<file path="src/hw/rtl/tgr_pkg.sv">
// Shared types and constants of the text glyph rasterizer.
package tgr_pkg;

   localparam int LINE_W  = 14;  // screen line number of a glyph row
   localparam int PX_W    = 13;  // pixel column of a cell's left edge
   localparam int PXOFF_W = 15;  // byte offset of a cell's left edge
   localparam int PROD_W  = 29;  // line number times line pitch
   localparam int DY_W    = 4;   // row counter within one command
   localparam int MAX_ROWS = 16;

   localparam logic [15:0] GLYPH_QMARK = 16'h003F;
   localparam logic [31:0] PIX24_MASK  = 32'h00FF_FFFF;

   localparam logic [1:0] OP_DRAW   = 2'd0;
   localparam logic [1:0] OP_CURSOR = 2'd1;
   localparam logic [1:0] OP_LOAD   = 2'd2;

   localparam int CSR_IDX_W = 3;
   localparam logic [CSR_IDX_W-1:0] CSR_FRAME_BASE    = 3'd0;
   localparam logic [CSR_IDX_W-1:0] CSR_LINE_PITCH    = 3'd1;
   localparam logic [CSR_IDX_W-1:0] CSR_SCREEN_WIDTH  = 3'd2;
   localparam logic [CSR_IDX_W-1:0] CSR_SCREEN_HEIGHT = 3'd3;
   localparam logic [CSR_IDX_W-1:0] CSR_PIXEL_MODE    = 3'd4;
   localparam logic [CSR_IDX_W-1:0] CSR_CURSOR_COLOR  = 3'd5;

   typedef struct packed {
      logic [1:0]  operation;
      logic [15:0] char_code;
      logic [9:0]  cell_column;
      logic [8:0]  cell_row;
      logic [31:0] fg_color;
      logic [31:0] bg_color;
      logic [3:0]  glyph_line;
      logic [7:0]  glyph_bits;
   } req_type;

   typedef struct packed {
      logic [31:0] write_address;
      logic [31:0] pixel0;
      logic [31:0] pixel1;
      logic [31:0] pixel2;
      logic [31:0] pixel3;
      logic [31:0] pixel4;
      logic [31:0] pixel5;
      logic [31:0] pixel6;
      logic [31:0] pixel7;
      logic [7:0]  pixel_enable;
      logic        last_row;
   } rsp_type;

   typedef struct packed {
      logic [31:0] frame_base;
      logic [14:0] line_pitch;
      logic [12:0] screen_width;
      logic [12:0] screen_height;
      logic        pixel_mode;
      logic [31:0] cursor_color;
   } cfg_type;

   // One glyph row on its way from the sequencer to the formatter.
   typedef struct packed {
      logic               valid;
      logic               last;
      logic               cursor;
      logic [PROD_W-1:0]  prod;
      logic [PX_W-1:0]    px;
      logic [PXOFF_W-1:0] px_off;
      logic [31:0]        fg;
      logic [31:0]        bg;
   } row_ctl_type;

endpackage

</file>
<file path="src/hw/rtl/tgr_csr.sv">
// Configuration registers of the text glyph rasterizer.
module tgr_csr
   import tgr_pkg::*;
(
   input  logic                 clock,
   input  logic                 reset,
   input  logic                 csr_write_enable,
   input  logic [CSR_IDX_W-1:0] csr_index,
   input  logic [31:0]          csr_write_data,
   output cfg_type              cfg
);

   cfg_type cfg_ff;

   always_ff @(posedge clock) begin
      if (reset) begin
         cfg_ff.frame_base    <= 32'd0;
         cfg_ff.line_pitch    <= 15'd4096;
         cfg_ff.screen_width  <= 13'd1024;
         cfg_ff.screen_height <= 13'd768;
         cfg_ff.pixel_mode    <= 1'b1;
         cfg_ff.cursor_color  <= PIX24_MASK;
      end else if (csr_write_enable) begin
         unique case (csr_index)
            CSR_FRAME_BASE:    cfg_ff.frame_base    <= csr_write_data;
            CSR_LINE_PITCH:    cfg_ff.line_pitch    <= csr_write_data[14:0];
            CSR_SCREEN_WIDTH:  cfg_ff.screen_width  <= csr_write_data[12:0];
            CSR_SCREEN_HEIGHT: cfg_ff.screen_height <= csr_write_data[12:0];
            CSR_PIXEL_MODE:    cfg_ff.pixel_mode    <= csr_write_data[0];
            CSR_CURSOR_COLOR:  cfg_ff.cursor_color  <= csr_write_data;
            default: ;
         endcase
      end
   end

   assign cfg = cfg_ff;

endmodule

</file>
<file path="config.mk">
export PLATFORM = sky130hd
export DESIGN_NAME = tgr_csr
export DESIGN_NICKNAME = d
export VERILOG_FILES = /design/src/hw/rtl/tgr_pkg.sv /design/src/hw/rtl/tgr_csr.sv
export SDC_FILE = /design/constraint.sdc
export NUM_CORES = 1
export LEC_CHECK = 0
export ABC_CLOCK_PERIOD_IN_PS = 1800
export BUFFER_PORTS_ARGS = -buffer_cell sky130_fd_sc_hd__buf_2
export CAP_MARGIN = 15
export CORE_ASPECT_RATIO = 0.8
export CORE_MARGIN = 10
export CORE_UTILIZATION = 45
export CTS_CLUSTER_DIAMETER = 150
export CTS_CLUSTER_SIZE = 14
export DETAILED_ROUTE_END_ITERATION = 10
export PLACE_DENSITY = 0.77
export SYNTH_ARGS = -nofsm -noshare
export SYNTH_HDL_FRONTEND = slang
export SYNTH_SLANG_ARGS = --single-unit
export TNS_END_PERCENT = 50
</file>
<file path="constraint.sdc">
create_clock -name clock -period 1.8 [get_ports clock]
set_input_delay 0 -clock clock [delete_from_list [all_inputs] [get_ports clock]]
set_output_delay 0 -clock clock [all_outputs]
set_load 0.03 [all_outputs]
</file>
== Word level (Yosys, flattened, before mapping) ==
Cells that the tools add are included.
Cells by class
  reductions and logical operators: 7
  eq/ne operators: 5
Operators by type and width (number)
  $reduce_and 2->1: 6
  $eq 3x2->1 const B: 2
  $eq 3x3->1 const B: 2
  $eq 3x1->1 const B: 1
  $logic_not 3->1: 1
Word-level totals
  bits of input ports: 38
  register bits after elaboration: 106
  output and inout bits: 106

== Depth between registers and ports, before layout ==
  word-level depth: 2
  depth in mapped cells: 6

== Worst setup path after synthesis ==
No wires, ideal clock.
  path type: input to register
  start: input csr_index[1]
  end: register cfg_ff (netlist bit cfg[74])
  library setup time: 0.072 ns
  cell stages on the path: 4
  setup slack: 0.892 ns
  path buffers: 2
  data arrival time: 0.837 ns
  cell sequence: nor4b_1 -> buf_2 -> buf_6 -> mux2i_1
On the way
  longest elaborated chain between the ends: 2
Ends and longest elaborated chain
  start, declared: line tgr_csr.sv:8  | input logic [CSR_IDX_W-1:0] csr_index,
  $logic_not 3->1: line tgr_csr.sv:24  | unique case (csr_index)
  $reduce_and 2->1 (no source line)
  end, declared: line tgr_csr.sv:13  | cfg_type cfg_ff;
No other way between the ends.
A chain may end at the register's enable or synchronous reset.

== Worst setup path after layout ==
  start: register cfg_ff (netlist bit cfg[74])
  end: output cfg[74] (netlist bit)
RTL lines
  end, declared: line tgr_csr.sv:10  | output cfg_type cfg
No word-level cell between the ends.

==> impl_metrics.json <==
{
  "fin_setup_tns_ns": 0,
  "route.vias.total": 3311,
  "path_class": "reg -> out",
  "start_util_pct": 46.85,
  "syn_to_final_growth_pct": 33.00,
  "die_y_um": 107.5,
  "largest_reg_flops": 106,
  "drive_gt1_share_pct": 28.97,
  "slew_viol_final": 0,
  "clock_latency_ns": 0.34,
  "grt_pass1_wl_um": 17640,
  "ant_nets": 0,
  "cp.required_ns": 1.80,
  "overflow": 0,
  "dp_hpwl_um": 7772,
  "ir_worst_vdd_mv": 0.5312,
  "hold_path_depth": 3,
  "cp_num_buf_inv": 1,
  "grt_setup_unrepaired": "no",
  "multi_input_area_mm2": 0.002019,
  "cp_data_arrival_time_ns": 0.92,
  "path_clk_slew_ns": 0.07,
  "cts_tree": "built",
  "reg2reg_slack_ns": 1.15,
  "cap_violations": 0,
  "yosysSeqAreaShare_pct": 49.27,
  "finalWirelength_um": 11100,
  "ctsHoldBuffers": 32,
  "cp_num_cells": 1,
  "crit_path_max_incr_delay_ns": 0.36,
  "final-setup-viol-count": 0,
  "cpLargestDelayFamily": "flip-flops",
  "n_fill_cell": 768,
  "die_area_mm2": 0.01391,
  "status": "finished clean",
  "h-tree-depth": 3,
  "hold_violations": 0,
  "stdcell_area_mm2": 0.005728,
  "yosys.cell_types.count": 14,
  "diodes": 0,
  "place_area_mm2": 0.005101,
  "drtPass1Iterations": 4,
  "synth_area_mm2": 0.004307,
  "r2r_start": "cfg[74]",
  "synth_seq_cells": 106,
  "grt_usage_pct": 15.74,
  "syn_inst": 412,
  "synth-compound-area-share_pct": 0,
  "r2r_cells": 2,
  "worstMarginPinSlew_ns": 0.4765,
  "fmax_ghz": 1.082,
  "hold_end": "cfg[32]",
  "p_per_area_mw_per_mm2": 861.4,
  "fin_crit_sh_pct": 51.33,
  "place_congestion": 0.7177,
  "routed_via_density": 4.764,
  "cts_max_path_buffers": 2,
  "hp-start": "csr_index[1]",
  "syn-num-nets": 450,
  "start_kind": "flip-flop",
  "cts_made_buffers": 9,
  "row_count": 31,
  "regArea_mm2": 0.002122,
  "maxSlewHeadroom_pct": 68.23,
  "wl_per_cell_um": 15.97,
  "syn_avg_cell_area_um2": 10.45,
  "hp-class": "in -> reg",
  "p_leak_nw": 2.676,
  "min_period_ns": 0.9239,
  "final_util_pct": 62.31,
  "worstReg2RegEnd": "cfg[74]",
  "cts_resized": 0,
  "drt_iter0_drc": 167,
  "io_pins": 144,
  "synth_fa_ha_area_share_pct": 0,
  "grt_antenna_before_repair": 0,
  "cts_setup_buffers": 0,
  "cp-end-kind": "output pin",
  "synth_xor_area_share_pct": 0,
  "synth_top_family_by_area": "multiplexers",
  "drc": 0,
  "cp_cell_sequence": "buf_2",
  "cts_root_buf": "clkbuf_16",
  "setup.worst_path.start": "cfg[74]",
  "die_w_um": 129.4,
  "ys.warnings.count": 0,
  "crit_slowest_cell": "dfxtp_1",
  "portBuffers": 143,
  "synthMuxAreaShare_pct": 24.64,
  "synthSimpleGateAreaFrac_pct": 22.08,
  "grt_max_degree": 84,
  "core_area_mm2": 0.009193,
  "skew_ns": 0,
  "nNetsFinal": 613,
  "cts.sinks": 106,
  "cp_max_fo": 2,
  "first_global_vias": 3490
}
==> worst reg2reg max path: cells and delay by family (launching register included) <==
kind	cells	cell delay, ns
muxes	1	0.15
DFF	1	0.36
and+or+nand+nor	1	0.07
==> cell type report <==
class / instances / share of cell area (%)
Sequential cell: 106 / 37.05
Multi-Input combinational cell: 275 / 35.26
Timing Repair Buffer: 183 / 19.83
Clock buffer: 12 / 4.478
Tap cell: 115 / 2.512
Clock inverter: 4 / 0.8737
==> through the flow <==
stage | cells | power, mW | hold WS (ns) | worst slack, ns
detailed placement | 647 | 2.945 | 0.2788 | 0.5622
CTS | 695 | 4.996 | 0.02892 | 0.8618
global placement | 647 | 2.932 | 0.2737 | 0.6246
floorplan | 412 | 2.789 | 0.1553 | 0.8919
finish | 695 | 4.934 | 0.04434 | 0.8761
global route | 695 | 5.134 | 0.05131 | 0.8313
==> synthesized netlist by cell type <==
| cell | n | area (um^2) |
|---|---|---|
| nand2b_1 | 109 | 681.9 |
| dfxtp_1 | 106 | 2122 |
| mux2i_1 | 106 | 1061 |
| nor2_1 | 53 | 198.9 |
| clkbuf_1 | 13 | 48.80 |
| buf_2 | 9 | 45.04 |
| buf_4 | 6 | 45.04 |
| buf_6 | 3 | 33.78 |
| nand4bb_1 | 2 | 22.52 |
| and4b_1 | 1 | 10.01 |
| nand4b_1 | 1 | 8.760 |
| nor4b_1 | 1 | 8.760 |
| nor4bb_1 | 1 | 10.01 |
| or4b_1 | 1 | 10.01 |
==> cell families after synthesis <==
kind of cell | after synthesis
and+or+nand+nor | 169
muxes | 106
DFF | 106
buffers and inverters | 31
==> cells in the final DEF (no fill, tap or decap), drive strengths merged <==
cell / instances
and4b: 1
nor4bb: 1
clkinvlp: 2
dlygate4sd3: 32
nor4b: 1
nand4b: 1
nor2: 53
clkbuf: 12
mux2i: 106
or4b: 1
nand4bb: 2
nand2b: 109
bufinv: 1
dfxtp: 106
clkinv: 1
buf: 151
==> power by group <==
group	leakage (nW)	internal [mW]	switching [mW]
clock network	0.145	1.15	0.840
logic	1.67	0.226	0.291
registers	0.859	2.40	0.0273
==> per-layer routing <==
layer	part of all wire (%)	routed length [um]	vias to the layer above	GRT usage, %
met2	48	5301	86	26.16
met1	44	4841	1535	18.13
met5	0	0	-	0
met3	6.6	735	16	5.219
li1	-	-	1674	-
met4	2.0	224	0	6.807
==> worst max path at each step <==
stage	to	slack, ns
finish	cfg[74]	0.88
global route	cfg[59]	0.83
CTS	cfg[59]	0.86
detailed placement	cfg[74]	0.56
global placement	cfg[102]	0.62
floorplan	cfg[74]	0.89
Power figures use the tool's default switching activity.
