--- src/hw/rtl/tgr_pkg.sv ---
// Shared types and constants of the text glyph rasterizer.
package tgr_pkg;

   localparam int LINE_W  = 14;  // screen line number of a glyph row
   localparam int PX_W    = 13;  // pixel column of a cell's left edge
   localparam int PXOFF_W = 15;  // byte offset of a cell's left edge
   localparam int PROD_W  = 29;  // line number times line pitch
   localparam int DY_W    = 4;   // row counter within one command
   localparam int MAX_ROWS = 16;

   localparam logic [15:0] GLYPH_QMARK = 16'h003F;
   localparam logic [31:0] PIX24_MASK  = 32'h00FF_FFFF;

   localparam logic [1:0] OP_DRAW   = 2'd0;
   localparam logic [1:0] OP_CURSOR = 2'd1;
   localparam logic [1:0] OP_LOAD   = 2'd2;

   localparam int CSR_IDX_W = 3;
   localparam logic [CSR_IDX_W-1:0] CSR_FRAME_BASE    = 3'd0;
   localparam logic [CSR_IDX_W-1:0] CSR_LINE_PITCH    = 3'd1;
   localparam logic [CSR_IDX_W-1:0] CSR_SCREEN_WIDTH  = 3'd2;
   localparam logic [CSR_IDX_W-1:0] CSR_SCREEN_HEIGHT = 3'd3;
   localparam logic [CSR_IDX_W-1:0] CSR_PIXEL_MODE    = 3'd4;
   localparam logic [CSR_IDX_W-1:0] CSR_CURSOR_COLOR  = 3'd5;

   typedef struct packed {
      logic [1:0]  operation;
      logic [15:0] char_code;
      logic [9:0]  cell_column;
      logic [8:0]  cell_row;
      logic [31:0] fg_color;
      logic [31:0] bg_color;
      logic [3:0]  glyph_line;
      logic [7:0]  glyph_bits;
   } req_type;

   typedef struct packed {
      logic [31:0] write_address;
      logic [31:0] pixel0;
      logic [31:0] pixel1;
      logic [31:0] pixel2;
      logic [31:0] pixel3;
      logic [31:0] pixel4;
      logic [31:0] pixel5;
      logic [31:0] pixel6;
      logic [31:0] pixel7;
      logic [7:0]  pixel_enable;
      logic        last_row;
   } rsp_type;

   typedef struct packed {
      logic [31:0] frame_base;
      logic [14:0] line_pitch;
      logic [12:0] screen_width;
      logic [12:0] screen_height;
      logic        pixel_mode;
      logic [31:0] cursor_color;
   } cfg_type;

   // One glyph row on its way from the sequencer to the formatter.
   typedef struct packed {
      logic               valid;
      logic               last;
      logic               cursor;
      logic [PROD_W-1:0]  prod;
      logic [PX_W-1:0]    px;
      logic [PXOFF_W-1:0] px_off;
      logic [31:0]        fg;
      logic [31:0]        bg;
   } row_ctl_type;

endpackage

--- src/hw/rtl/tgr_row_fmt.sv ---
// Row formatter: builds the write address and pixel colours of one glyph row.
module tgr_row_fmt
   import tgr_pkg::*;
#(
   parameter int GLYPH_WIDTH = 8
) (
   input  logic        clock,
   input  logic        reset,
   input  cfg_type     cfg,
   input  row_ctl_type ctl,
   input  logic [7:0]  rd_data,
   output logic        rsp_valid,
   output rsp_type     rsp
);

   logic        valid_ff;
   rsp_type     rsp_ff;
   rsp_type     rsp_in;
   logic [7:0]  bits;
   logic [7:0]  aligned;
   logic [7:0]  en;
   logic [31:0] color;
   logic [31:0] pix [8];

   always_comb begin
      bits = ctl.cursor ? 8'hFF : rd_data;
      // Left-justify the glyph so pixel i always reads bit 7-i.
      aligned = 8'(bits << (8 - GLYPH_WIDTH));
      for (int i = 0; i < 8; i++) begin
         en[i] = (i < GLYPH_WIDTH) &&
                 (({1'b0, ctl.px} + 14'(i)) < {1'b0, cfg.screen_width});
         color = aligned[7 - i] ? ctl.fg : ctl.bg;
         if (!cfg.pixel_mode) begin
            color = color & PIX24_MASK;
         end
         pix[i] = en[i] ? color : 32'd0;
      end
      rsp_in.write_address = cfg.frame_base + 32'(ctl.prod) + 32'(ctl.px_off);
      rsp_in.pixel0        = pix[0];
      rsp_in.pixel1        = pix[1];
      rsp_in.pixel2        = pix[2];
      rsp_in.pixel3        = pix[3];
      rsp_in.pixel4        = pix[4];
      rsp_in.pixel5        = pix[5];
      rsp_in.pixel6        = pix[6];
      rsp_in.pixel7        = pix[7];
      rsp_in.pixel_enable  = en;
      rsp_in.last_row      = ctl.last;
   end

   always_ff @(posedge clock) begin
      if (reset) begin
         valid_ff <= 1'b0;
      end else begin
         valid_ff <= ctl.valid;
      end
   end

   always_ff @(posedge clock) begin
      if (ctl.valid) begin
         rsp_ff <= rsp_in;
      end
   end

   assign rsp_valid = valid_ff;
   assign rsp       = rsp_ff;

endmodule

--- config.mk ---
export PLATFORM = sky130hd
export DESIGN_NAME = tgr_row_fmt
export DESIGN_NICKNAME = d
export VERILOG_FILES = /design/src/hw/rtl/tgr_pkg.sv /design/src/hw/rtl/tgr_row_fmt.sv
export SDC_FILE = /design/constraint.sdc
export NUM_CORES = 1
export LEC_CHECK = 0
export BUFFER_PORTS_ARGS = -buffer_cell sky130_fd_sc_hd__buf_2
export CORE_MARGIN = 5
export CORE_UTILIZATION = 40
export CTS_CLUSTER_DIAMETER = 150
export DETAILED_ROUTE_END_ITERATION = 8
export GPL_TIMING_DRIVEN = 0
export PLACE_DENSITY = 0.65
export SLEW_MARGIN = 10
export SYNTH_ARGS = -nofsm -noshare
export SYNTH_HDL_FRONTEND = slang
export SYNTH_SLANG_ARGS = --single-unit
--- constraint.sdc ---
create_clock -name clock -period 10.7 [get_ports clock]
set_input_delay 2.14 -clock clock [delete_from_list [all_inputs] [get_ports clock]]
set_output_delay 2.14 -clock clock [all_outputs]
set_load 0.02 [all_outputs]
# Word-level counts from Yosys, hierarchy flattened

Index checks and enable logic that the tools add are counted.

Mux-type cells: 9
Magnitude comparators: 8
Add/sub/neg operators: 9
Reductions and logical operators: 8

Operators by type and width:

| operator                                       | count |
|---|---|
| two-way mux 32 bit                             | 8 |
| less-than comparator 14 x 13 -> 1 bit          | 7 |
| adder 13 x 3 -> 14 bit (second input constant) | 4 |
| adder 32 x 15 -> 32 bit                        | 1 |
| adder 32 x 29 -> 32 bit                        | 1 |
| adder 13 x 2 -> 14 bit (second input constant) | 2 |
| AND reduction 2 bit                            | 8 |
| adder 13 x 1 -> 14 bit (second input constant) | 1 |
| less-than comparator 13 bit                    | 1 |
| two-way mux 8 bit                              | 1 |

Output and inout bits: 298
Register bits: 298
Word-level logic and storage cells: 54
Input port bits: 240

# Longest topological paths before layout

Word-level depth: 3
Mapped depth: 15
Gate-level depth less buffers: 14

# Worst setup path before layout

No wires, ideal clock.

Kind: in2reg
From: input ctl[81] (netlist bit)
To: register rsp_ff, in the netlist rsp[100], data pin
Data arrival time: 4.793 ns
Cell stages on the path: 15
Path slack: 5.747 ns
Data required time: 10.540 ns
Cells stage by stage: clkbuf_1 inv_1 ha_1 a21oi_1 nor2_1 xor2_1 ha_1 a21o_1 a21o_1 a21oi_1 nor2_1 a2111oi_2 o31ai_1 buf_2 nor3b_1

Cells in the longest elaborated chain, start to end: 3

RTL lines:

| what                                  | RTL line          | text |
|---|---|---|
| start, declared                       | tgr_row_fmt.sv:10 | `input row_ctl_type ctl,` |
| adder 13 x 3 -> 14 bit                | tgr_row_fmt.sv:31 | `(({1'b0, ctl.px} + 14'(i)) < {1'b0, cfg.screen_width});` |
| less-than comparator 14 x 13 -> 1 bit | tgr_row_fmt.sv:31 |  |
| AND reduction 2 bit (no line)         | -                 |  |
| end signal, assigned                  | tgr_row_fmt.sv:61 | `rsp_ff <= rsp_in;` |
| end, declared                         | tgr_row_fmt.sv:17 | `rsp_type rsp_ff;` |

Every way passes these cells.
A chain may end at the register's enable or synchronous reset.

# Worst setup path after layout

From: input ctl[81] (netlist bit)
To: register rsp_ff, in the netlist rsp[40], data pin

The elaborated chain is that of the path after synthesis.

==> impl_metrics.ini <==
[grt]
track_usage_pct = 26.2
largest_net_degree_at_the_start_of_global_routing = 118
first_global_vias = 16100
overflow = 0
initial_antenna_violation_count = 2
global_route_wire_length_before_repair_um = 101000

[sta]
period_minus_slack_ps = 5610
period_utilisation_layout_pct = 52.4
final.setup.tns_ps = 0
finalSetupViolCount = 0
timing.slew.headroom_pct = 39.5
rsz0062_at_grt = no
fmax_mhz = 178
worst_pin_slew_ps = 902
finalHoldViolCount = 0
hold_slack_ps = 1760
fin_ws_ps = 5090
timing_max_transition_violations_final = 0

[placed_design]
post-place-ws_ps = 4490
place_area_um2 = 21500
hpwl_um = 52400
gpl.final_weighted_congestion = 0.982
port_buffers = 452

[floorplan]
design.portCount = 538
die_area_um2 = 50500
initial_utilization_pct = 40.5
core_area_um2 = 45500
fp-row-count = 78
die_x_um = 225
die-height_um = 225

[clocking]
tritoncts = done
cts_buffer_depth = 3
clock_tree.htree_level_count = 2
clock_tree.root_cell = sky130_fd_sc_hd__clkbuf_16
ctsHoldBuffers = 0
clk_pin_slew_worst_paths_ps = 70
post-cts-setup-buffer-count = 0
cts_resized = 0
tritoncts_num_sinks = 298
numCtsBuffers = 36

[hold_path]
whs_path_depth = 2
whs_endpoint = rsp_valid
timing.hold.worst.class = in -> reg
hold_path_startpoint = reset

[final_layout]
fin_area_um2 = 22700
fillerInstances = 4185
final_net_count = 2702
areaGrowthSynthToFinish_pct = 23.3
drive_gt1_share_pct = 25.5

[detailed_routing]
wl_per_cell_um = 23.7
final_antenna_net_count = 0
number_of_optimization_iterations_in_the_first_detailed_route_pass = 5
route.vias.total = 16400
post_detailed_route_drc_marker_count = 0
route.met3.wl_um = 7090
drt-total-wl_um = 69400
drt_initial_violations = 1667
highest_routed_metal_layer = met4
met1Wirelength_um = 27900
drt-vias-per-instance = 5.60
wl_met2_um = 32400

[job]
maxCapViolations = 0

[power_and_ir_drop]
report.power.total_mw = 3.77
power.sequential.fraction_pct = 40.1
switchingPower_mw = 1.24
switching_share_pct = 32.8
comb_power_share_pct = 26.3
part_of_the_power_in_the_clock_network_pct = 33.6
power.density_nw_per_um2 = 166
p_leak_nw = 9.59
power_report.internal_total_mw = 2.53
vdd.ir_drop.worst_v = 0.000119

[synthesis]
yosys.cell_types.count = 64
yosys.cell_count.top_type = sky130_fd_sc_hd__nand2_1
synth_top_area_share_pct = 48.4
ys_top_cells_by_area = sky130_fd_sc_hd__edfxtp_1 48%, sky130_fd_sc_hd__ha_1 10%, sky130_fd_sc_hd__nand2_1 7.2%
syn_avg_cell_area_um2 = 10.2
synth_top_area_cell = sky130_fd_sc_hd__edfxtp_1
synthesis.instances = 1806
synthesis.area_um2 = 18400
synth.yosys.seq_area_share_pct = 48.5
synth-edff-count = 297
ys_dominant_reg_cell = sky130_fd_sc_hd__edfxtp_1
post_synth_most_frequent_cells = 351 x sky130_fd_sc_hd__nand2_1, 297 x sky130_fd_sc_hd__edfxtp_1, 256 x sky130_fd_sc_hd__a21oi_1
mappedNetlistNets = 2209
synth_async_sr_flop_share_pct = 0
yosys_warnings = 0
synth-seq-cells = 298

[worst_setup_path]
worstPathCellList = buf_2 -> clkbuf_1 -> inv_1 -> ha_1 -> clkbuf_1 -> a21boi_0 -> or2_2 -> nor2_1 -> xor2_1 -> ha_1 -> nor2b_1 -> o21ai_0 -> o2111ai_2 -> nor3b_1
timing.critical_path.from_type = input pin
critical_path_top_delay_cell = sky130_fd_sc_hd__a21boi_0
max_stage_delay_ps = 610
worst-endpoint-required_ps = 11010
setup.worst_path.class = in -> reg
crit_path_max_fanout = 7
cp_data_arrival_time_ps = 5910
critPathCaptureType = flip-flop

[outcome]
run_status = finished clean
==> logic make-up after synthesis <==
kind of cell	synth area share, %
AND/OR/NAND/NOR	13.8
AO/OA/AOI/OAI	13.7
flip-flops	48.5
buffers and inverters	3.91
adder cells (fa/ha/maj)	11.7
XOR/XNOR	4.71
multiplexers	3.64
==> how the worst max path moves through the flow <==
stage                   from        to  cells after the start
floorplan            ctl[81]  rsp[100]                     15
global placement    ctl[123]  rsp[131]                      1
detailed placement   ctl[81]   rsp[40]                     14
CTS                  ctl[81]   rsp[40]                     14
global route         ctl[83]  rsp[169]                     14
finish               ctl[81]   rsp[40]                     14
==> power by group through the flow <==
| stage | logic, mW | clock network, mW | registers (mW) |
|---|---|---|---|
| after global placement | 0.967 | 0 | 1.54 |
| after global routing | 1.07 | 1.33 | 1.52 |
| after CTS | 0.991 | 1.29 | 1.51 |
| final | 0.991 | 1.27 | 1.51 |
| after detailed placement | 0.987 | 0 | 1.53 |
| after floorplan | 0.417 | 0 | 1.70 |
==> cell type report <==
| cell class | count | area [um^2] | share of cell area (%) |
|---|---|---|---|
| flip-flops and latches | 298 | 8940 | 39.3 |
| repair buffers | 455 | 2330 | 10.3 |
| inverters | 46 | 173 | 0.760 |
| clock inverters | 21 | 228 | 1.00 |
| clock buffers | 44 | 973 | 4.28 |
| multi-input cells | 1330 | 8770 | 38.6 |
| well taps | 600 | 751 | 3.30 |
| plain buffers | 132 | 548 | 2.41 |
| diodes | 1 | 2.50 | 0.0110 |
==> critical path: cells and delay by family <==
family          cells  cell delay (ps)
xor+xnor            1              150
compound gates      3             1250
simple gates        4             1000
fa+ha+maj           2              480
buf+inv             4              870
==> state kept, by name, indices dropped and copies added, names as in the netlist <==
name       flops
rsp          297
rsp_valid      1
==> layer usage <==
layer | global-route usage (%) | vias to the layer above
met1 | 34.1 | 7907
met2 | 43.4 | 899
met4 | 7.86 | 0
met5 | 0 | -
li1 | - | 7463
met3 | 6.54 | 131
==> through the flow <==
| step | std cells | util, % |
|---|---|---|
| after CTS | 2926 | 50.0 |
| after detailed placement | 2861 | 47.3 |
| after global routing | 2927 | 50.0 |
| after global placement | 2858 | 47.1 |
| final | 2927 | 50.0 |
| after floorplan | 1806 | - |
==> cell usage in the layout (no fill, tap or decap), drive strengths merged, types with 5 or more instances in the layout <==
cell and n:
nor2 52, nand3 26, and3 29, clkbuf 118, xnor2 47, edfxtp 297, inv 46, a21oi 256
nand2 351, o21ai 101, o211ai 5, mux2 24, nand4 18, clkinv 13, a211oi 8, nor3b 41
ha 147, or2 7, buf 513, nor3 17, fa 16, nor2b 7, a21o 32, mux2i 40
xor2 52
No activity file was read; power rests on OpenSTA's default activity.
