$ cat src/hw/rtl/tgr_pkg.sv
// Shared types and constants of the text glyph rasterizer.
package tgr_pkg;

   localparam int LINE_W  = 14;  // screen line number of a glyph row
   localparam int PX_W    = 13;  // pixel column of a cell's left edge
   localparam int PXOFF_W = 15;  // byte offset of a cell's left edge
   localparam int PROD_W  = 29;  // line number times line pitch
   localparam int DY_W    = 4;   // row counter within one command
   localparam int MAX_ROWS = 16;

   localparam logic [15:0] GLYPH_QMARK = 16'h003F;
   localparam logic [31:0] PIX24_MASK  = 32'h00FF_FFFF;

   localparam logic [1:0] OP_DRAW   = 2'd0;
   localparam logic [1:0] OP_CURSOR = 2'd1;
   localparam logic [1:0] OP_LOAD   = 2'd2;

   localparam int CSR_IDX_W = 3;
   localparam logic [CSR_IDX_W-1:0] CSR_FRAME_BASE    = 3'd0;
   localparam logic [CSR_IDX_W-1:0] CSR_LINE_PITCH    = 3'd1;
   localparam logic [CSR_IDX_W-1:0] CSR_SCREEN_WIDTH  = 3'd2;
   localparam logic [CSR_IDX_W-1:0] CSR_SCREEN_HEIGHT = 3'd3;
   localparam logic [CSR_IDX_W-1:0] CSR_PIXEL_MODE    = 3'd4;
   localparam logic [CSR_IDX_W-1:0] CSR_CURSOR_COLOR  = 3'd5;

   typedef struct packed {
      logic [1:0]  operation;
      logic [15:0] char_code;
      logic [9:0]  cell_column;
      logic [8:0]  cell_row;
      logic [31:0] fg_color;
      logic [31:0] bg_color;
      logic [3:0]  glyph_line;
      logic [7:0]  glyph_bits;
   } req_type;

   typedef struct packed {
      logic [31:0] write_address;
      logic [31:0] pixel0;
      logic [31:0] pixel1;
      logic [31:0] pixel2;
      logic [31:0] pixel3;
      logic [31:0] pixel4;
      logic [31:0] pixel5;
      logic [31:0] pixel6;
      logic [31:0] pixel7;
      logic [7:0]  pixel_enable;
      logic        last_row;
   } rsp_type;

   typedef struct packed {
      logic [31:0] frame_base;
      logic [14:0] line_pitch;
      logic [12:0] screen_width;
      logic [12:0] screen_height;
      logic        pixel_mode;
      logic [31:0] cursor_color;
   } cfg_type;

   // One glyph row on its way from the sequencer to the formatter.
   typedef struct packed {
      logic               valid;
      logic               last;
      logic               cursor;
      logic [PROD_W-1:0]  prod;
      logic [PX_W-1:0]    px;
      logic [PXOFF_W-1:0] px_off;
      logic [31:0]        fg;
      logic [31:0]        bg;
   } row_ctl_type;

endpackage

$ cat src/hw/rtl/tgr_row_seq.sv
// Command sequencer: takes commands, writes glyph rows, steps through rows to draw.
module tgr_row_seq
   import tgr_pkg::*;
#(
   parameter int GLYPH_WIDTH  = 8,
   parameter int GLYPH_HEIGHT = 16,
   parameter int GLYPH_COUNT  = 256,
   parameter int AW           = 12
) (
   input  logic          clock,
   input  logic          reset,
   input  logic          start,
   input  req_type       req,
   input  cfg_type       cfg,
   output logic          busy,
   output logic          mem_we,
   output logic [AW-1:0] mem_waddr,
   output logic [7:0]    mem_wdata,
   output logic          mem_re,
   output logic [AW-1:0] mem_raddr,
   output row_ctl_type   ctl
);

   localparam int GIW  = $clog2(GLYPH_COUNT);
   localparam int ROWS = (GLYPH_HEIGHT < MAX_ROWS) ? GLYPH_HEIGHT : MAX_ROWS;
   localparam logic [DY_W-1:0]   DRAW_LAST     = DY_W'(ROWS - 1);
   localparam logic [DY_W-1:0]   CURSOR_LAST   = DY_W'(GLYPH_HEIGHT / 8 - 1);
   localparam logic [LINE_W-1:0] CURSOR_OFFSET = LINE_W'(GLYPH_HEIGHT * 13 / 16);

   typedef enum logic {S_IDLE, S_RUN} state_type;

   state_type          state_ff;
   logic [AW-1:0]      gbase_ff;
   logic [LINE_W-1:0]  line_ff;
   logic [DY_W-1:0]    dy_ff;
   logic [DY_W-1:0]    dy_last_ff;
   logic               cursor_ff;
   logic [PX_W-1:0]    px_ff;
   logic [PXOFF_W-1:0] px_off_ff;
   logic [31:0]        fg_ff;
   logic [31:0]        bg_ff;
   row_ctl_type        ctl_ff;

   logic               accept;
   logic               code_ok;
   logic [GIW-1:0]     glyph;
   logic [LINE_W-1:0]  cell_line;
   logic [PX_W-1:0]    px_in;
   logic [PXOFF_W-1:0] px_off_in;
   logic               line_ok;
   logic               row_last;

   always_comb begin
      accept    = start && (state_ff == S_IDLE);
      code_ok   = {1'b0, req.char_code} < 17'(GLYPH_COUNT);
      glyph     = code_ok ? req.char_code[GIW-1:0] : GLYPH_QMARK[GIW-1:0];
      cell_line = LINE_W'(req.cell_row) * LINE_W'(GLYPH_HEIGHT);
      px_in     = PX_W'(req.cell_column) * PX_W'(GLYPH_WIDTH);
      px_off_in = cfg.pixel_mode ? {px_in, 2'b00}
                                 : ({1'b0, px_in, 1'b0} + {2'b00, px_in});
      line_ok   = line_ff < {1'b0, cfg.screen_height};
      // The command ends on its last row or on the last visible screen line.
      row_last  = (dy_ff == dy_last_ff) ||
                  (({1'b0, line_ff} + 15'd1) >= {2'b00, cfg.screen_height});
   end

   // Loads happen only while idle and reads only while running, so the two
   // ports never touch the store in the same cycle.
   assign mem_we    = accept && (req.operation == OP_LOAD) && code_ok &&
                      ({2'b00, req.glyph_line} < 6'(GLYPH_HEIGHT));
   assign mem_waddr = AW'(glyph) * AW'(GLYPH_HEIGHT) + AW'(req.glyph_line);
   assign mem_wdata = req.glyph_bits;
   assign mem_re    = (state_ff == S_RUN) && !cursor_ff;
   assign mem_raddr = gbase_ff + AW'(dy_ff);

   always_ff @(posedge clock) begin
      if (reset) begin
         state_ff     <= S_IDLE;
         ctl_ff.valid <= 1'b0;
      end else begin
         unique case (state_ff)
            S_IDLE: begin
               ctl_ff.valid <= 1'b0;
               if (accept) begin
                  gbase_ff  <= AW'(glyph) * AW'(GLYPH_HEIGHT);
                  dy_ff     <= '0;
                  px_ff     <= px_in;
                  px_off_ff <= px_off_in;
                  unique case (req.operation)
                     OP_DRAW: begin
                        state_ff   <= S_RUN;
                        line_ff    <= cell_line;
                        dy_last_ff <= DRAW_LAST;
                        cursor_ff  <= 1'b0;
                        fg_ff      <= req.fg_color;
                        bg_ff      <= req.bg_color;
                     end
                     OP_CURSOR: begin
                        state_ff   <= S_RUN;
                        line_ff    <= cell_line + CURSOR_OFFSET;
                        dy_last_ff <= CURSOR_LAST;
                        cursor_ff  <= 1'b1;
                        fg_ff      <= cfg.cursor_color;
                        bg_ff      <= cfg.cursor_color;
                     end
                     default: ;
                  endcase
               end
            end
            S_RUN: begin
               ctl_ff.valid  <= line_ok;
               ctl_ff.last   <= row_last;
               ctl_ff.cursor <= cursor_ff;
               ctl_ff.prod   <= PROD_W'(line_ff) * PROD_W'(cfg.line_pitch);
               ctl_ff.px     <= px_ff;
               ctl_ff.px_off <= px_off_ff;
               ctl_ff.fg     <= fg_ff;
               ctl_ff.bg     <= bg_ff;
               if (!line_ok || row_last) begin
                  state_ff <= S_IDLE;
               end else begin
                  dy_ff   <= dy_ff + 1'b1;
                  line_ff <= line_ff + 1'b1;
               end
            end
            default: begin
               state_ff     <= S_IDLE;
               ctl_ff.valid <= 1'b0;
            end
         endcase
      end
   end

   assign busy = (state_ff == S_RUN);
   assign ctl  = ctl_ff;

endmodule

$ cat config.mk
export PLATFORM = sky130hd
export DESIGN_NAME = tgr_row_seq
export DESIGN_NICKNAME = d
export VERILOG_FILES = /design/src/hw/rtl/tgr_pkg.sv /design/src/hw/rtl/tgr_row_seq.sv
export SDC_FILE = /design/constraint.sdc
export NUM_CORES = 1
export LEC_CHECK = 0
export BUFFER_PORTS_ARGS = -buffer_cell sky130_fd_sc_hd__buf_2
export CAP_MARGIN = 30
export CORE_MARGIN = 2
export CORE_UTILIZATION = 60
export CTS_CLUSTER_SIZE = 16
export DETAILED_ROUTE_END_ITERATION = 8
export HOLD_SLACK_MARGIN = 0.08
export PLACE_DENSITY_LB_ADDON = 0.2
export SLEW_MARGIN = 20
export SYNTH_ARGS = -nofsm -noshare
export SYNTH_HDL_FRONTEND = slang
export SYNTH_SLANG_ARGS = --single-unit
export TNS_END_PERCENT = 30
$ cat constraint.sdc
create_clock -name clock -period 22.5 [get_ports clock]
set_input_delay 2.25 -clock clock [delete_from_list [all_inputs] [get_ports clock]]
set_output_delay 2.25 -clock clock [all_outputs]
set_load 0.02 [all_outputs]
After elaboration in Yosys (flattened, before gate mapping)
Index checks and enable logic that the tools add are counted.
{"block": "op_classes", "n_addsub": 7, "shifts": 0, "magnitude_cmp": 3, "reduce_logical": 16, "div_mod_pow": 0, "bitwise": 2, "eq_ne": 6, "n_mux": 18, "mul": 1}
{"cell": "one-hot mux 32 bit (2 select lines)", "n": 2}
{"cell": "one-hot mux 14 bit (2 select lines)", "n": 2}
{"cell": "multiplier 14 x 15 -> 29 bit", "n": 1}
{"cell": "2-to-1 mux 14 bit", "n": 2}
{"cell": "adder 12 x 4 -> 12 bit", "n": 2}
{"cell": "less-than comparator 16 x 9 -> 1 bit, second input constant", "n": 1}
{"cell": "one-hot mux 4 bit (2 select lines)", "n": 2}
{"cell": "adder 14 x 1 -> 15 bit, second input constant", "n": 1}
{"cell": "adder 14 x 13 -> 15 bit", "n": 1}
{"cell": "greater-or-equal comparator 15 x 13 -> 1 bit", "n": 1}
{"cell": "2-to-1 mux 15 bit", "n": 1}
{"cell": "adder 13 x 4 -> 14 bit, second input constant", "n": 1}
{"cell": "adder 14 x 1 -> 14 bit, second input constant", "n": 1}
{"cell": "less-than comparator 14 x 13 -> 1 bit", "n": 1}
{"cell": "2-to-1 mux 4 bit", "n": 2}
{"cell": "2-to-1 mux 8 bit", "n": 1}
{"cell": "AND reduction 4 bit", "n": 2}
{"cell": "one-hot mux 1 bit (2 select lines)", "n": 3}
{"cell": "AND reduction 3 bit", "n": 2}
{"cell": "adder 4 x 1 -> 4 bit, second input constant", "n": 1}
{"cell": "== test 4 bit", "n": 1}
{"cell": "logical AND 1 bit", "n": 4}
{"cell": "!= test 2 bit, second input constant", "n": 2}
{"cell": "2-to-1 mux 1 bit", "n": 3}
{"cell": "10 further kinds", "n": 13}
{"block": "word_totals", "latchBits": 0, "wordCells": 72, "memories": 0, "register_bits": 242, "mem_bits_rw": 0, "out_inout_bits": 159, "input_bits": 222, "romBits": 0}

Depth between registers and ports, before layout
{"block": "logic_depth", "word_depth": 6, "ltp_mapped": 22, "depth_no_buf": 20}

Least setup slack after synthesis
Ideal clock, no wire load.
{"block": "synth_path", "path_kind": "input -> register", "startpoint": "input reset", "endpoint": "register line_ff[0], enable pin", "setup_slack_ps": 12919, "path_stages": 5, "required_ps": 22110, "setup_time_ps": 390, "arrival_time_ps": 9191, "path_buffers": 0, "cell_sequence": "nor2b_1 > nand2_1 > a211oi_1 > o211ai_1 > o22ai_1"}
{"block": "synth_between", "elab_chain_cells": 2}
{"element": "start: declaration", "line_no": "tgr_row_seq.sv:11", "source": "input logic reset,"}
{"element": "inverter 1 bit (no line)"}
{"element": "AND reduction 4 bit (no line)"}
{"element": "end signal: assignment", "line_no": "tgr_row_seq.sv:92", "source": "line_ff <= cell_line;"}
{"element": "end signal: assignment", "line_no": "tgr_row_seq.sv:100", "source": "line_ff <= cell_line + CURSOR_OFFSET;"}
{"element": "end signal: assignment", "line_no": "tgr_row_seq.sv:123", "source": "line_ff <= line_ff + 1'b1;"}
{"element": "end: declaration", "line_no": "tgr_row_seq.sv:34", "source": "logic [LINE_W-1:0] line_ff;"}
Every way passes these cells.
A chain may end at the register's enable or synchronous reset.

Worst setup path after layout
{"block": "layout_path", "startpoint": "input cfg[59] in the netlist's numbering", "endpoint": "register ctl_ff, in the netlist ctl[118], data pin"}
{"block": "layout_between", "elab_chain_cells": 1}
{"element": "start: declaration", "line_no": "tgr_row_seq.sv:14", "source": "input cfg_type cfg,"}
{"element": "multiplier 14 x 15 -> 29 bit", "line_no": "tgr_row_seq.sv:114", "source": "ctl_ff.prod <= PROD_W'(line_ff) * PROD_W'(cfg.line_pitch);"}
{"element": "end: declaration", "line_no": "tgr_row_seq.sv:42", "source": "row_ctl_type ctl_ff;"}
Every way passes these cells.

==> run_results.csv <==
group,metric,value,unit
outcome,outcome,"completed",
final_layout,final_nets,2287,
timing,hold_viol_final,0,
synthesis,synth.avg_cell_area,11.1,um2
timing,finalMaxSlewViolations,0,
grt,grt.total_usage,26.5,%
final_layout,drive_gt1_share,21.5,%
timing,worst_pin_slew,0.871,ns
floorplan,coreArea,27600,um2
power,p_int,0.00126,W
critical_path,critPathMaxFanout,14,
synthesis,synth-edff-count,231,
synthesis,yosysWarnings,0,
critical_path,crit_path_end_kind,"flip-flop",
routing,vias,11800,
critical_path,worstSetupStartpointType,"primary input",
clock_tree,cts_tree,"done",
routing,detail_route.vias_per_cell,5.42,
clock_tree,path_clk_slew,0.06,ns
synthesis,synth_area_leaders,"edfxtp_1 41%, fa_1 18%, ha_1 9.9%",
routing,ant_nets,0,
clock_tree,htreeDepth,1,
critical_path,ff2ff_path_depth,17,
critical_path,critical_path_arrival,8.00,ns
routing,routedWlPerCell,17.7,um
synthesis,yosys.area.top_type,"edfxtp_1",
final_layout,finish.utilization,69.8,%
power,swShare,40.1,%
power,p_sw,0.000841,W
synthesis,synthTopCellsByCount,"308 x nand2_1, 231 x edfxtp_1, 200 x inv_1, 154 x fa_1, 132 x ha_1",
grt,grt_antenna_before_repair,11,
clock_tree,holdBufCountCts,0,
final_layout,seq_area,6980,um2
routing,drt_wl_total,38700,um
timing,max_freq,130,MHz
min_path,hold_class,"flip-flop to flip-flop",
final_layout,multi_input_area,8660,um2
floorplan,die_area,29300,um2
final_layout,area_growth,15.1,%
floorplan,initial_core_util,60.6,%
flow_run,drv_cap,0,
floorplan,io_pins,381,
critical_path,crit_type,"primary input to flip-flop",
floorplan,row_count,61,
synthesis,yosys.area.top_type_share,41.4,%
power,cellLeakagePower,8.96,nW
clock_tree,clock_latency,0.54,ns
power,combPwrFrac,54.3,%
clock_tree,cts-root-buf,"clkbuf_16",
timing,skew,0.0197,ns
synthesis,syn_area,16800,um2
power,seqPwrFrac,26.6,%
power,pwr_density_cell,109,nW/um2
synthesis,synth_seq_cells,233,
floorplan,die_w,171,um
clock_tree,cts_buffer_depth,3,
timing,period_share,34.2,%
timing,setup_tns,0,ns
clock_tree,post_cts_resize_count,0,
clock_tree,clock-sinks,233,
synthesis,synth.distinct_cells,71,
grt,grt_pass1_vias,11700,
power,ir_drop,0.000123,V
grt,grtUsageMet2,44.1,%
routing,dr.pass1.iters,7,
synthesis,synth.most_common_cell,"nand2_1",
clock_tree,cts_buffers,25,
grt,grt_use_met3,6.75,%
min_path,worstHoldPathCells,0,
timing,final-setup-viol-count,0,
synthesis,synthCells,1515,
power,clkPwrFrac,19.1,%
grt,grt_max_degree,78,
synthesis,ys_seq_area_share,41.6,%
clock_tree,cts_setup_buffers,0,
timing,rsz0062_at_grt,"no",
synthesis,ys.flop_type,"edfxtp_1",
routing,drc,0,
critical_path,worstPathRequired,22.79,ns
synthesis,async_flop_share,0,%
routing,drt-initial-drc-count,956,
place,hpwl,29200,um
grt,met1_usage,33.7,%
grt,grt_overflow,0,
final_layout,fill_cells,2057,
timing,fin_crit,7.70,ns
grt,grt_pass1_wl,60200,um
place,gp_congestion,0.940,
grt,busiest_layer,"met2",
floorplan,die_h,171,um
place,io_buffers,305,
timing,slew_headroom,41.9,%
==> metrics by stage <==
step | worst slack, ns | area, um2 | total power [W] | hold slack (ns) | std cells
after floorplan | 12.92 | 16800 | 0.00149 | 0.400 | 1520
after global placement | 14.38 | 18400 | 0.00166 | 0.400 | 2127
after detailed placement | 14.26 | 18400 | 0.00169 | 0.405 | 2128
after CTS | 14.83 | 19200 | 0.00210 | 0.412 | 2173
after global routing | 14.57 | 19300 | 0.00227 | 0.421 | 2178
final | 14.80 | 19300 | 0.00210 | 0.412 | 2183
==> layout by cell type (no fill, tap or decap), types with 5 or more instances in the layout <==
| cell | count |
|---|---|
| a211oi_1 | 6 |
| a21o_1 | 14 |
| a21oi_1 | 30 |
| and2_1 | 101 |
| and3_1 | 8 |
| buf_2 | 305 |
| buf_4 | 5 |
| clkbuf_16 | 25 |
| clkinv_1 | 5 |
| conb_1 | 6 |
| diode_2 | 8 |
| edfxtp_1 | 231 |
| fa_1 | 154 |
| ha_1 | 132 |
| inv_1 | 199 |
| mux2_2 | 9 |
| nand2_1 | 307 |
| nand3_1 | 18 |
| nand4_1 | 7 |
| nor2_1 | 22 |
| nor2b_1 | 6 |
| nor3_1 | 11 |
| o211ai_1 | 7 |
| o21a_1 | 10 |
| o21ai_0 | 25 |
| o21bai_1 | 8 |
| or2_2 | 9 |
| xnor2_1 | 31 |
| xor2_1 | 10 |
==> routing by layer <==
metal	vias up	wire length, um
met5	-	71
met4	10	1380
met3	102	3430
met2	497	19100
met1	5725	14800
li1	5507	-
==> worst paths after layout <==
kind              endpoint  slack, ns        start
hold / removal      ctl[3]       0.41     bg_ff[3]
setup reg to reg  ctl[118]      15.95  line_ff[12]
setup / recovery  ctl[118]      14.80      cfg[59]
hold reg to reg     ctl[3]       0.41     bg_ff[3]
==> layout make-up <==
class / instances / area share (%)
inverters: 200 / 3.89
diodes: 8 / 0.104
multi-input cells: 1006 / 44.9
clock inverters: 16 / 0.811
well taps: 378 / 2.45
flip-flops and latches: 233 / 36.2
clock buffers: 29 / 3.32
repair buffers: 313 / 8.37
==> critical path, stage by stage <==
cell and delay [ns]:
buf_2 0.28, nand2_1 0.15, fa_1 0.54, fa_1 0.56, inv_1 0.06, fa_1 0.52
fa_1 0.53, fa_1 0.56, inv_1 0.06, fa_1 0.53, inv_1 0.04, ha_1 0.41
nand2_1 0.09, o21ai_0 0.44, a221oi_1 0.19, a21oi_1 0.42, o22ai_1 0.20, xnor2_1 0.15
==> cells by family (layout without fill, tap and decap cells) <==
kind of cell,after synthesis,after routing,share of synthesized area (%)
other cells,1,14,0.0224
buf+inv,281,558,6.89
fa+ha+maj,286,286,28.3
compound gates,144,144,5.93
xor+xnor,41,41,2.14
mux,10,10,0.665
simple gates,519,519,14.4
flops,233,233,41.6
==> state kept, by name, indices dropped and copies added, names as in the netlist <==
signal / flops
line_ff: 14
dy_last_ff: 1
cursor_ff: 1
px_off_ff: 12
px_ff: 10
bg_ff: 32
gbase_ff: 8
fg_ff: 32
busy: 1
dy_ff: 4
ctl: 118
==> power groups by stage <==
stage / sequential, W / clock (W) / combinational (W)
global placement: 0.000567 / 0 / 0.00109
global route: 0.000560 / 0.000424 / 0.00129
floorplan: 0.000581 / 0 / 0.000912
finish: 0.000558 / 0.000401 / 0.00114
CTS: 0.000558 / 0.000410 / 0.00113
detailed placement: 0.000568 / 0 / 0.00112
(Power assumes the default switching activity.)
